[config.mk]
export PLATFORM = sky130hd
export DESIGN_NAME = command_file_tokenizer
export DESIGN_NICKNAME = d
export VERILOG_FILES = /design/src/rtl/cft_pkg.sv /design/src/rtl/cft_lexer.sv /design/src/rtl/cft_result_fifo.sv /design/src/rtl/command_file_tokenizer.sv
export VERILOG_INCLUDE_DIRS = /design/src /design/src/rtl
export SDC_FILE = /design/constraint.sdc
export NUM_CORES = 1
export LEC_CHECK = 0
export BUFFER_PORTS_ARGS = -buffer_cell sky130_fd_sc_hd__buf_2
export CORE_UTILIZATION = 30
export CTS_CLUSTER_DIAMETER = 50
export DETAILED_ROUTE_END_ITERATION = 10
export GPL_TIMING_DRIVEN = 0
export HOLD_SLACK_MARGIN = 0.02
export MAX_ROUTING_LAYER = met4
export PLACE_DENSITY = 0.46
export SLEW_MARGIN = 40
export SYNTH_ARGS = -nofsm -noshare
export SYNTH_HDL_FRONTEND = slang
export SYNTH_SLANG_ARGS = --single-unit
[constraint.sdc]
create_clock -name clk -period 6.4 [get_ports clk]
set_input_delay 0.64 -clock clk [delete_from_list [all_inputs] [get_ports clk]]
set_output_delay 0.64 -clock clk [all_outputs]
set_load 0.03 [all_outputs]
[src/rtl/assert_macros.svh]
// Assertion macros shared by the RTL of the command file tokenizer.
// Every macro samples on clk and is disabled while arst_n is low.
`ifndef ASSERT_MACROS_SVH
`define ASSERT_MACROS_SVH

// Immediate implication: the consequent must hold in the same cycle.
`define ASSERT_NOW(label, ante, cons, msg) \
	label: assert property (@(posedge clk) disable iff (!arst_n) (ante) |-> (cons)) \
		else $error(msg);

// Next-cycle implication: the consequent must hold in the following cycle.
`define ASSERT_NEXT(label, ante, cons, msg) \
	label: assert property (@(posedge clk) disable iff (!arst_n) (ante) |=> (cons)) \
		else $error(msg);

`endif

[src/rtl/cft_pkg.sv]
// Package for the command file tokenizer: token codes, result types,
// buffer limits and the keyword table. Depends on nothing.
package cft_pkg;

	// Buffer limits of the tokenizer.
	localparam int STRING_BUFFER = 256;
	localparam int WORD_BUFFER   = 30;
	localparam int KEEP_CHARS    = 7;
	localparam int KW_COUNT      = 7;

	localparam int SCOUNT_W = $clog2(STRING_BUFFER);
	localparam int WLEN_W   = $clog2(WORD_BUFFER);
	localparam int KIDX_W   = $clog2(KEEP_CHARS);

	// Result queue geometry.
	localparam int FIFO_DEPTH = 4;
	localparam int PTR_W      = $clog2(FIFO_DEPTH);
	localparam int CNT_W      = PTR_W + 1;
	localparam logic [PTR_W-1:0] PTR_ONE = 1;
	localparam logic [PTR_W-1:0] PTR_TWO = 2;
	localparam logic [CNT_W-1:0] CNT_ONE = 1;
	localparam logic [CNT_W-1:0] CNT_TWO = 2;

	// Token kinds.
	localparam logic [3:0] TK_CMD    = 4'd0;
	localparam logic [3:0] TK_STREND = 4'd1;
	localparam logic [3:0] TK_NUM    = 4'd2;
	localparam logic [3:0] TK_ID     = 4'd3;
	localparam logic [3:0] TK_EOF    = 4'd4;
	localparam logic [3:0] TK_SLASH  = 4'd5;
	localparam logic [3:0] TK_DOT    = 4'd6;
	localparam logic [3:0] TK_UNK    = 4'd7;
	localparam logic [3:0] TK_BODY   = 4'd8;

	// Characters with a special meaning.
	localparam logic [7:0] CH_EOF    = 8'h00;
	localparam logic [7:0] CH_SPACE  = 8'h20;
	localparam logic [7:0] CH_QUOTE  = 8'h22;
	localparam logic [7:0] CH_STAR   = 8'h2A;
	localparam logic [7:0] CH_DOT    = 8'h2E;
	localparam logic [7:0] CH_SLASH  = 8'h2F;
	localparam logic [7:0] CH_BSLASH = 8'h5C;

	typedef logic [KEEP_CHARS-1:0][7:0] word_t;

	// One result item.
	typedef struct packed {
		logic [3:0] kind;
		logic [2:0] cmd;
		logic [7:0] chv;
		logic [7:0] len;
	} token_t;

	// Results of one step of the lexer, in delivery order.
	typedef struct packed {
		logic [1:0] n;
		token_t     first;
		token_t     second;
	} emit_t;

	typedef struct packed {
		logic       hit;
		logic [2:0] id;
	} kw_result_t;

	// Keyword text, first character in the most significant byte.
	function automatic logic [KEEP_CHARS-1:0][7:0] kw_text(input int k);
		case (k)
			0:       kw_text = "SERVER ";
			1:       kw_text = "QUIT   ";
			2:       kw_text = "SEND   ";
			3:       kw_text = "RECEIVE";
			4:       kw_text = "GET    ";
			5:       kw_text = "INPUT  ";
			default: kw_text = "OUTPUT ";
		endcase
	endfunction

	function automatic int kw_len(input int k);
		case (k)
			0:       kw_len = 6;
			1:       kw_len = 4;
			2:       kw_len = 4;
			3:       kw_len = 7;
			4:       kw_len = 3;
			5:       kw_len = 5;
			default: kw_len = 6;
		endcase
	endfunction

	// Upper-case fold of a lower-case letter.
	function automatic logic [7:0] fold(input logic [7:0] c);
		fold = (c >= "a" && c <= "z") ? 8'(c - 8'd32) : c;
	endfunction

	// Compare the stored word against every keyword in parallel.
	function automatic kw_result_t kw_match(input logic [WLEN_W-1:0] wlen, input word_t chars);
		kw_result_t r;
		logic       same;
		logic [KEEP_CHARS-1:0][7:0] txt;
		r = '0;
		for (int k = 0; k < KW_COUNT; k++) begin
			txt = kw_text(k);
			same = (int'(wlen) == kw_len(k));
			for (int i = 0; i < KEEP_CHARS; i++) begin
				if (i < kw_len(k) && chars[i] != txt[KEEP_CHARS-1-i])
					same = 1'b0;
			end
			if (same && !r.hit) begin
				r.hit = 1'b1;
				r.id  = 3'(k);
			end
		end
		return r;
	endfunction

endpackage

[src/rtl/cft_lexer.sv]
// Lexer state machine of the command file tokenizer: consumes one character
// per step and produces up to two tokens. Depends on cft_pkg.
module cft_lexer (
	input  logic           clk,
	input  logic           arst_n,
	input  logic           step,
	input  logic [7:0]     ch,
	output cft_pkg::emit_t emit
);

	typedef enum logic [2:0] {
		M_TOP,
		M_SLASH,
		M_COMMENT,
		M_STAR,
		M_STRING,
		M_ESCAPE,
		M_WORD
	} mode_t;

	mode_t                        mode_q, mode_d;
	logic [cft_pkg::WLEN_W-1:0]   wlen_q, wlen_d;
	logic [cft_pkg::SCOUNT_W-1:0] scount_q, scount_d;
	cft_pkg::word_t               word_q;

	logic                         wc_we;
	logic [cft_pkg::KIDX_W-1:0]   wc_idx;
	logic [7:0]                   wc_data;
	logic [7:0]                   u;
	logic                         do_top;
	logic                         str_go;
	logic [7:0]                   str_c;
	logic                         pre_v, post_v;
	cft_pkg::token_t              pre, post;
	cft_pkg::kw_result_t          kw;

	localparam logic [cft_pkg::WLEN_W-1:0]   WLEN_ONE   = 1;
	localparam logic [cft_pkg::SCOUNT_W-1:0] SCOUNT_ONE = 1;

	// Next state and emitted tokens for the current character.
	always_comb begin
		mode_d   = mode_q;
		wlen_d   = wlen_q;
		scount_d = scount_q;
		wc_we    = 1'b0;
		wc_idx   = '0;
		wc_data  = '0;
		do_top   = 1'b0;
		str_go   = 1'b0;
		str_c    = '0;
		pre_v    = 1'b0;
		pre      = '0;
		post_v   = 1'b0;
		post     = '0;
		u        = cft_pkg::fold(ch);
		kw       = cft_pkg::kw_match(wlen_q, word_q);

		case (mode_q)
			M_SLASH: begin
				if (ch == cft_pkg::CH_STAR) begin
					mode_d = M_COMMENT;
				end else begin
					pre_v    = 1'b1;
					pre.kind = cft_pkg::TK_SLASH;
					do_top   = 1'b1;
				end
			end
			M_COMMENT, M_STAR: begin
				if (ch == cft_pkg::CH_EOF) begin
					post_v    = 1'b1;
					post.kind = cft_pkg::TK_EOF;
					mode_d    = M_TOP;
				end else if (ch == cft_pkg::CH_STAR) begin
					mode_d = M_STAR;
				end else if (ch == cft_pkg::CH_SLASH && mode_q == M_STAR) begin
					mode_d = M_TOP;
				end else begin
					mode_d = M_COMMENT;
				end
			end
			M_STRING: begin
				if (ch == cft_pkg::CH_BSLASH) begin
					mode_d = M_ESCAPE;
				end else begin
					str_go = 1'b1;
					str_c  = (ch == cft_pkg::CH_QUOTE) ? cft_pkg::CH_EOF : ch;
				end
			end
			M_ESCAPE: begin
				str_go = 1'b1;
				case (ch)
					"n":     str_c = 8'd10;
					"b":     str_c = 8'd8;
					"t":     str_c = 8'd9;
					default: str_c = ch;
				endcase
			end
			M_WORD: begin
				if (((u >= "A" && u <= "Z") || (u >= "0" && u <= "9"))
						&& int'(wlen_q) < cft_pkg::WORD_BUFFER - 1) begin
					if (int'(wlen_q) < cft_pkg::KEEP_CHARS) begin
						wc_we   = 1'b1;
						wc_idx  = wlen_q[cft_pkg::KIDX_W-1:0];
						wc_data = u;
					end
					wlen_d = wlen_q + WLEN_ONE;
				end else begin
					pre_v = 1'b1;
					if (kw.hit) begin
						pre.kind = cft_pkg::TK_CMD;
						pre.cmd  = kw.id;
					end else begin
						pre.kind = cft_pkg::TK_ID;
					end
					do_top = 1'b1;
				end
			end
			default: begin
				do_top = 1'b1;
			end
		endcase

		// A character inside a string: body token while the string buffer has room, or closing length token.
		if (str_go) begin
			mode_d = M_STRING;
			if (str_c == cft_pkg::CH_EOF) begin
				post_v    = 1'b1;
				post.kind = cft_pkg::TK_STREND;
				post.len  = 8'(scount_q);
				mode_d    = M_TOP;
			end else if (int'(scount_q) < cft_pkg::STRING_BUFFER - 1) begin
				post_v    = 1'b1;
				post.kind = cft_pkg::TK_BODY;
				post.chv  = str_c;
				scount_d  = scount_q + SCOUNT_ONE;
			end
		end

		// The character starts a new token at the top level.
		if (do_top) begin
			mode_d = M_TOP;
			if (ch == cft_pkg::CH_EOF) begin
				post_v    = 1'b1;
				post.kind = cft_pkg::TK_EOF;
			end else if (ch <= cft_pkg::CH_SPACE || ch[7]) begin
				post_v = 1'b0;
			end else if (ch == cft_pkg::CH_SLASH) begin
				mode_d = M_SLASH;
			end else if (ch == cft_pkg::CH_QUOTE) begin
				mode_d   = M_STRING;
				scount_d = '0;
			end else if (ch >= "0" && ch <= "9") begin
				post_v    = 1'b1;
				post.kind = cft_pkg::TK_NUM;
			end else if (u >= "A" && u <= "Z") begin
				wc_we   = 1'b1;
				wc_idx  = '0;
				wc_data = u;
				wlen_d  = WLEN_ONE;
				mode_d  = M_WORD;
			end else if (ch == cft_pkg::CH_DOT) begin
				post_v    = 1'b1;
				post.kind = cft_pkg::TK_DOT;
			end else begin
				post_v    = 1'b1;
				post.kind = cft_pkg::TK_UNK;
			end
		end

		emit.n      = {1'b0, pre_v} + {1'b0, post_v};
		emit.first  = pre_v ? pre : post;
		emit.second = post;
	end

	// Lexer control state.
	always_ff @(posedge clk or negedge arst_n) begin
		if (!arst_n) begin
			mode_q   <= M_TOP;
			wlen_q   <= '0;
			scount_q <= '0;
		end else if (step) begin
			mode_q   <= mode_d;
			wlen_q   <= wlen_d;
			scount_q <= scount_d;
		end
	end

	// Stored leading characters of the current word.
	always_ff @(posedge clk) begin
		if (step && wc_we)
			word_q[wc_idx] <= wc_data;
	end

endmodule

[src/rtl/cft_result_fifo.sv]
// Result queue of the command file tokenizer: takes up to two tokens per
// cycle and hands out one per transfer. Depends on cft_pkg.
module cft_result_fifo (
	input  logic            clk,
	input  logic            arst_n,
	input  logic            push,
	input  cft_pkg::emit_t  emit,
	input  logic            pop,
	output logic            room,
	output logic            valid,
	output cft_pkg::token_t head
);

	cft_pkg::token_t             mem [cft_pkg::FIFO_DEPTH];
	logic [cft_pkg::PTR_W-1:0]   wr_q, rd_q;
	logic [cft_pkg::CNT_W-1:0]   cnt_q, cnt_d;
	logic [cft_pkg::PTR_W-1:0]   wr_next;
	logic [1:0]                  n_in;

	assign n_in  = push ? emit.n : 2'd0;
	assign room  = int'(cnt_q) <= cft_pkg::FIFO_DEPTH - 2;
	assign valid = cnt_q != '0;
	assign head  = mem[rd_q];

	// Fill level after this cycle's writes and read.
	always_comb begin
		cnt_d   = cnt_q;
		wr_next = wr_q;
		if (n_in == 2'd2) begin
			cnt_d   = cnt_d + cft_pkg::CNT_TWO;
			wr_next = wr_q + cft_pkg::PTR_TWO;
		end else if (n_in == 2'd1) begin
			cnt_d   = cnt_d + cft_pkg::CNT_ONE;
			wr_next = wr_q + cft_pkg::PTR_ONE;
		end
		if (pop)
			cnt_d = cnt_d - cft_pkg::CNT_ONE;
	end

	// Pointers and fill level.
	always_ff @(posedge clk or negedge arst_n) begin
		if (!arst_n) begin
			wr_q  <= '0;
			rd_q  <= '0;
			cnt_q <= '0;
		end else begin
			wr_q  <= wr_next;
			cnt_q <= cnt_d;
			if (pop)
				rd_q <= rd_q + cft_pkg::PTR_ONE;
		end
	end

	// Token storage.
	always_ff @(posedge clk) begin
		if (n_in != 2'd0)
			mem[wr_q] <= emit.first;
		if (n_in == 2'd2)
			mem[wr_q + cft_pkg::PTR_ONE] <= emit.second;
	end

endmodule

[src/rtl/command_file_tokenizer.sv]
// Top level of the command file tokenizer: input register, lexer and result
// queue. Depends on cft_pkg, cft_lexer, cft_result_fifo and assert_macros.svh.

// The tokenizer takes one byte of command text per cycle while in_stall is
// low and reports tokens: commands, identifiers, digits, string body
// characters and string lengths, slash, dot, unknown bytes and end of input.
// A byte enters an input register and is lexed there once the result queue
// has room; its tokens are registered into a four-entry result queue, from
// which the first token of the byte is offered. A byte that closes a word or
// follows a lone slash can yield two tokens; the output drains one token per
// cycle while out_stall is low, so such bytes stretch the input rate to what
// the output port delivers. Input stalls while the byte held in the input
// register waits for two free queue entries.
// There is no clearing pass after reset.
`include "assert_macros.svh"

module command_file_tokenizer (
	input  logic       clk,
	input  logic       arst_n,
	input  logic       in_valid,
	output logic       in_stall,
	input  logic [7:0] in_char,
	output logic       out_valid,
	input  logic       out_stall,
	output logic [3:0] token_kind,
	output logic [2:0] command_id,
	output logic [7:0] char_value,
	output logic [7:0] string_length
);

	logic            valid_s1;
	logic [7:0]      char_s1;
	logic            room;
	logic            fire;
	logic            load;
	logic            pop;
	cft_pkg::emit_t  emit;
	cft_pkg::token_t head;

	assign fire     = valid_s1 && room;
	assign in_stall = valid_s1 && !room;
	assign load     = in_valid && !in_stall;
	assign pop      = out_valid && !out_stall;

	// Input register.
	always_ff @(posedge clk or negedge arst_n) begin
		if (!arst_n) begin
			valid_s1 <= 1'b0;
		end else if (load) begin
			valid_s1 <= 1'b1;
		end else if (fire) begin
			valid_s1 <= 1'b0;
		end
	end

	always_ff @(posedge clk) begin
		if (load)
			char_s1 <= in_char;
	end

	cft_lexer u_lexer (
		.clk    (clk),
		.arst_n (arst_n),
		.step   (fire),
		.ch     (char_s1),
		.emit   (emit)
	);

	cft_result_fifo u_fifo (
		.clk    (clk),
		.arst_n (arst_n),
		.push   (fire),
		.emit   (emit),
		.pop    (pop),
		.room   (room),
		.valid  (out_valid),
		.head   (head)
	);

	assign token_kind    = head.kind;
	assign command_id    = head.cmd;
	assign char_value    = head.chv;
	assign string_length = head.len;

	// Checks on the lexer and the queue.
	`ASSERT_NEXT(a_two_tokens_out, fire && emit.n == 2'd2, out_valid, "tokens lost in queue")
	`ASSERT_NOW(a_len_only_strend, out_valid && token_kind != cft_pkg::TK_STREND, string_length == 8'd0, "stray length")
	`ASSERT_NOW(a_cmd_only_cmd, out_valid && token_kind != cft_pkg::TK_CMD, command_id == 3'd0, "stray command id")
	`ASSERT_NOW(a_chv_only_body, out_valid && token_kind != cft_pkg::TK_BODY, char_value == 8'd0, "stray character")
	`ASSERT_NOW(a_stall_needs_item, in_stall, valid_s1, "stall without held byte")

endmodule
# == Yosys cells after proc, flatten, opt, wreduce, memory -nomap -nowiden ==
# Memories as Yosys holds them, arrays and structs flattened.
# Index checks and enable logic that the tools add are counted.
# totals
register_bits,88
ramBits,92
input_bits,12
out_inout_bits,25
word_cells,298
memories,1
# mem_list
name,words,word_bits,rd,rd_ports_with_merged_regs,wr,line_no,text
u_fifo.mem,4,23,1,0,2,cft_result_fifo.sv:14,cft_pkg::token_t mem [cft_pkg::FIFO_DEPTH];
# op_classes
add_sub_neg,10
magnitude_cmp,15
eq_ne,52
muxes,166
n_reduce_logical,39
# op_table
op,count
!= test 8 x 7 -> 1 bit (second input constant),29
2-to-1 mux 8 bit,25
2-to-1 mux 3 bit,31
2-to-1 mux 4 bit,17
2-to-1 mux 1 bit,67
bitwise mux 56 bit,1
2-to-1 mux 5 bit,9
== test 8 x 6 -> 1 bit (second input constant),4
== test 8 x 7 -> 1 bit (second input constant),4
demux 8 bit (select 3 bit),1
less-or-equal comparator 8 x 6 -> 1 bit (second input constant),3
one-hot mux 8 bit (3 select lines),1
2-to-1 mux 23 bit,1
== test 5 x 4 -> 1 bit (second input constant),4
logical AND 1 bit,18
>= comparator 8 x 6 -> 1 bit (second input constant),2
>= comparator 8 x 7 -> 1 bit (second input constant),2
less-or-equal comparator 8 x 7 -> 1 bit (second input constant),2
logical NOT 8 bit,2
2-to-1 mux 16 bit,1
one-hot mux 8 bit (2 select lines),1
2-to-1 mux 2 bit,5
== test 3 bit (second input constant),3
logical NOT 1 bit,9
33 further kinds,40

# == Logic depth before layout (Yosys ltp) ==
# logic_depth
word_depth,30
depth_mapped,21
ltp_nobuf,19

# == Cells and area by module ==
# Synthesis repeated with hierarchy kept, for this count alone.
# hier_totals
cells_unflattened,727
area_unflattened_um2,10047.1
# by_module_without_submodules
module,n_inst,cells_per_inst,area_per_inst_um2,seq_area_each_um2
cft_result_fifo,1,291,5410.2,2937.8
cft_lexer,1,421,4326.6,2082.0
command_file_tokenizer,1,15,310.3,265.3

# == Least setup slack after synthesis ==
# OpenSTA, ideal clock, no wires.
# synth_timing
path_kind,register to register
startpoint,register char_s1[6]
endpoint,memory u_fifo.mem[2][0] (netlist bit) (enable)
setup_time_ps,377
t_arrival_ps,4089
required_time_ps,6023
path_slack_ps,1935
stages_incl_launch_ff,17
n_path_buf,3
period_less_slack_ps,4465
path_cell_list,edfxtp_1 > clkbuf_1 > inv_1 > ha_1 > a2111o_1 > a21o_1 > o21ai_1 > buf_2 > nand2_1 > and2_1 > o21bai_1 > ha_1 > nand2_1 > ha_1 > clkbuf_1 > nand2_1 > nand2_1
# synth_lines
element,line_no,text
from (decl),command_file_tokenizer.sv:32,logic [7:0] char_s1;
from (signal assigned),command_file_tokenizer.sv:58,char_s1 <= in_char;
to (decl),cft_result_fifo.sv:14,

==> flow_summary.toml <==
[global_route]
groute.usage.overall = 0.163
grt-ovfl-total = 0
antenna_found_initial = 0
grt_max_degree = 25
first_global_vias = 6426
grt_pass1_wl_mm = 37.5

[die]
start_util = 0.308
die_area_um2 = 31400
die-height_um = 177
rows = 63
io_pins = 37
fp.coreArea_um2 = 30000
die_x_um = 177

[route]
postRouteAntennaNets = 0
vias_per_cell = 5.19
routedWlPerCell_um = 19.2
drc_errors = 0
first_pass_iters = 7
vias = 6435
totalWireLength_mm = 23.8
drt_iter0_markers = 425

[timing]
hold_ws_ns = 0.215
slew_violations = 0
finalSetupTns_ns = 0
fmax_mhz = 182
post-route-period-util = 0.858
final-setup-viol-count = 0
worst_slew_pin_slew_ns = 0.837
fin_worst_skew_ns = 0.0209
rsz0062_at_grt = "no"
fin_crit_ns = 5.49
fin_ws_ns = 0.909
relSlewSlack = 0.434
finalHoldViolCount = 0

[finish]
area_growth_pct = 15.0
fin_util = 0.354
diodes = 0
drive_gt1_frac = 0.157
layout.nets = 873

[cts]
htreeDepth = 4
cts_sinks = 180
cts_tree = "built"
clockBufferDepth = 2
cts_hold_buf = 0
cts_made_buffers = 17
cts_root_buffer = "clkbuf_16"
post_cts_buffers = 0
clock_latency_ns = 0.44
cts_resized = 0
path_clk_slew_ns = 0.08

[yosys]
syn_avg_cell_area_um2 = 11.9
netlist_instances = 775
synth_common_cells = "edfxtp_1 (144), nand2_1 (75), nor2_1 (59)"
synth_edf_count = 144
ys_seq_area_frac = 0.561
synth_area_um2 = 9210
async_flop_share = 0.133
yosys.area.top_type = "edfxtp_1"
ys_warn_count = 0
synth_cell_types = 78
synth_seq_cells = 180
yosysMostFrequentCell = "edfxtp_1"
synthTopCellsByArea = "edfxtp_1 (47%), dfrtp_1 (6.5%), mux4_2 (5.6%)"
ys.flop_type = "edfxtp_1"
netlist.area_leader.share = 0.469

[critical_path]
r2r-start = "char_s1[6]"
arrival_ns = 5.56
critPathMaxFanout = 20
crit_path_top_delay_cell = "nand2_2"
cp-end-kind = "register"
cpPeakStageDelay_ns = 0.51
start_kind = "register"
critical_path_class = "register to register"
required_ns = 6.47
crit_chain = "clkbuf_1, inv_1, ha_1, a2111o_1, a21o_1, o21ai_2, buf_2, nand2_1, and2_1, o21bai_1, ha_1, nand2_1, ha_1, clkbuf_1, nand2_1, nand2_2"
reg2regPathDepth = 16
r2r_end = "u_fifo.mem[2][1]"
r2r_slack_ns = 0.91

[flow_run]
maxCapViolCount = 0

[place]
placement.setup.worst_slack_ns = 0.903
io_buffers = 36
dp_hpwl_mm = 17.0
place_congestion = 0.880

[power_and_ir_drop]
leakage_nw = 3.58
powerDensity_nw_per_um2 = 379
power_w = 0.00402
ir_drop_uv = 182

[worst_hold_path]
min_path_type = "primary input to asynchronous set/reset pin"

[status]
status = "completed"
-- area by class of cell --
| cell class | instances | area, um^2 |
|---|---|---|
| timing repair buffer | 36 | 180 |
| buffer | 30 | 135 |
| fill | 2960 | 19400 |
| tap | 390 | 488 |
| sequential | 180 | 5160 |
| multi-input combinational | 546 | 3910 |
| clock buffer | 17 | 425 |
| clock inverter | 15 | 198 |
| inverter | 25 | 93.8 |
-- kinds of logic after synthesis --
group,after synthesis,share of synthesized area
simple gates,329,0.197
flops,180,0.561
compound gates,148,0.112
buf+inv,55,0.0246
mux,30,0.0641
fa+ha+maj,25,0.0340
xor+xnor,7,0.00666
other cells,1,0.000407
-- worst max path at each step --
stage / endpoint / start / slack, ns / cells after the start
after floorplan: u_fifo.mem[2][0] / char_s1[6] / 1.93 / 16
after global placement: u_fifo.mem[2][7] / char_s1[6] / 0.37 / 16
after detailed placement: u_fifo.mem[2][6] / char_s1[6] / 0.90 / 16
after CTS: u_fifo.mem[2][14] / char_s1[6] / 0.88 / 16
after global routing: u_fifo.mem[2][14] / char_s1[6] / 0.48 / 16
final: u_fifo.mem[2][1] / char_s1[6] / 0.91 / 16
-- power by group --
part / total [W] / internal [W] / switching, W
logic: 0.00143 / 0.000483 / 0.000951
clock network: 0.00109 / 0.000538 / 0.000557
registers: 0.00149 / 0.00142 / 0.0000682
total: 0.00402 / 0.00244 / 0.00158
-- routing by layer --
layer | up-vias | track usage | share of wire
met5 | - | - | 0
met4 | 0 | 0.0435 | 0.016
met3 | 23 | 0.0232 | 0.036
met2 | 148 | 0.252 | 0.45
met1 | 3189 | 0.222 | 0.49
li1 | 3075 | - | -
-- sequential cells by signal (all words and copies together) (netlist names) --
register	cells
valid_s1	1
u_lexer.wlen_q	5
u_lexer.word_q	56
u_fifo.mem	92
u_fifo.cnt_q	3
u_lexer.scount_q	8
u_fifo.wr_q	2
u_lexer.mode_q	3
char_s1	8
u_fifo.rd_q	2
-- worst max-delay path: cells and delay by family (launching register included) --
kind | cells | cell delay (ns)
flops | 1 | 0.40
buf+inv | 4 | 1.25
compound gates | 4 | 1.31
simple gates | 5 | 1.24
fa+ha+maj | 3 | 0.92
-- per-stage QoR --
step | cell area [um^2] | std cells
6_report | 10600 | 1239
5_1_grt | 10600 | 1239
4_1_cts | 10600 | 1239
3_5_place_dp | 9960 | 1207
3_3_place_gp | 9900 | 1207
2_1_floorplan | 9240 | 781
-- placed cells by master (no fill, tap or decap), drive strengths merged, types with 17 or more instances in the layout --
cell,instances
nand3,20
mux4,23
ha,25
edfxtp,144
inv,30
and2,42
nand2,75
o21ai,33
buf,45
clkbuf,38
dfrtp,24
nand2b,17
a21oi,28
nor2,63
nor3,22
Note: power is estimated with default switching activity, not from simulation.
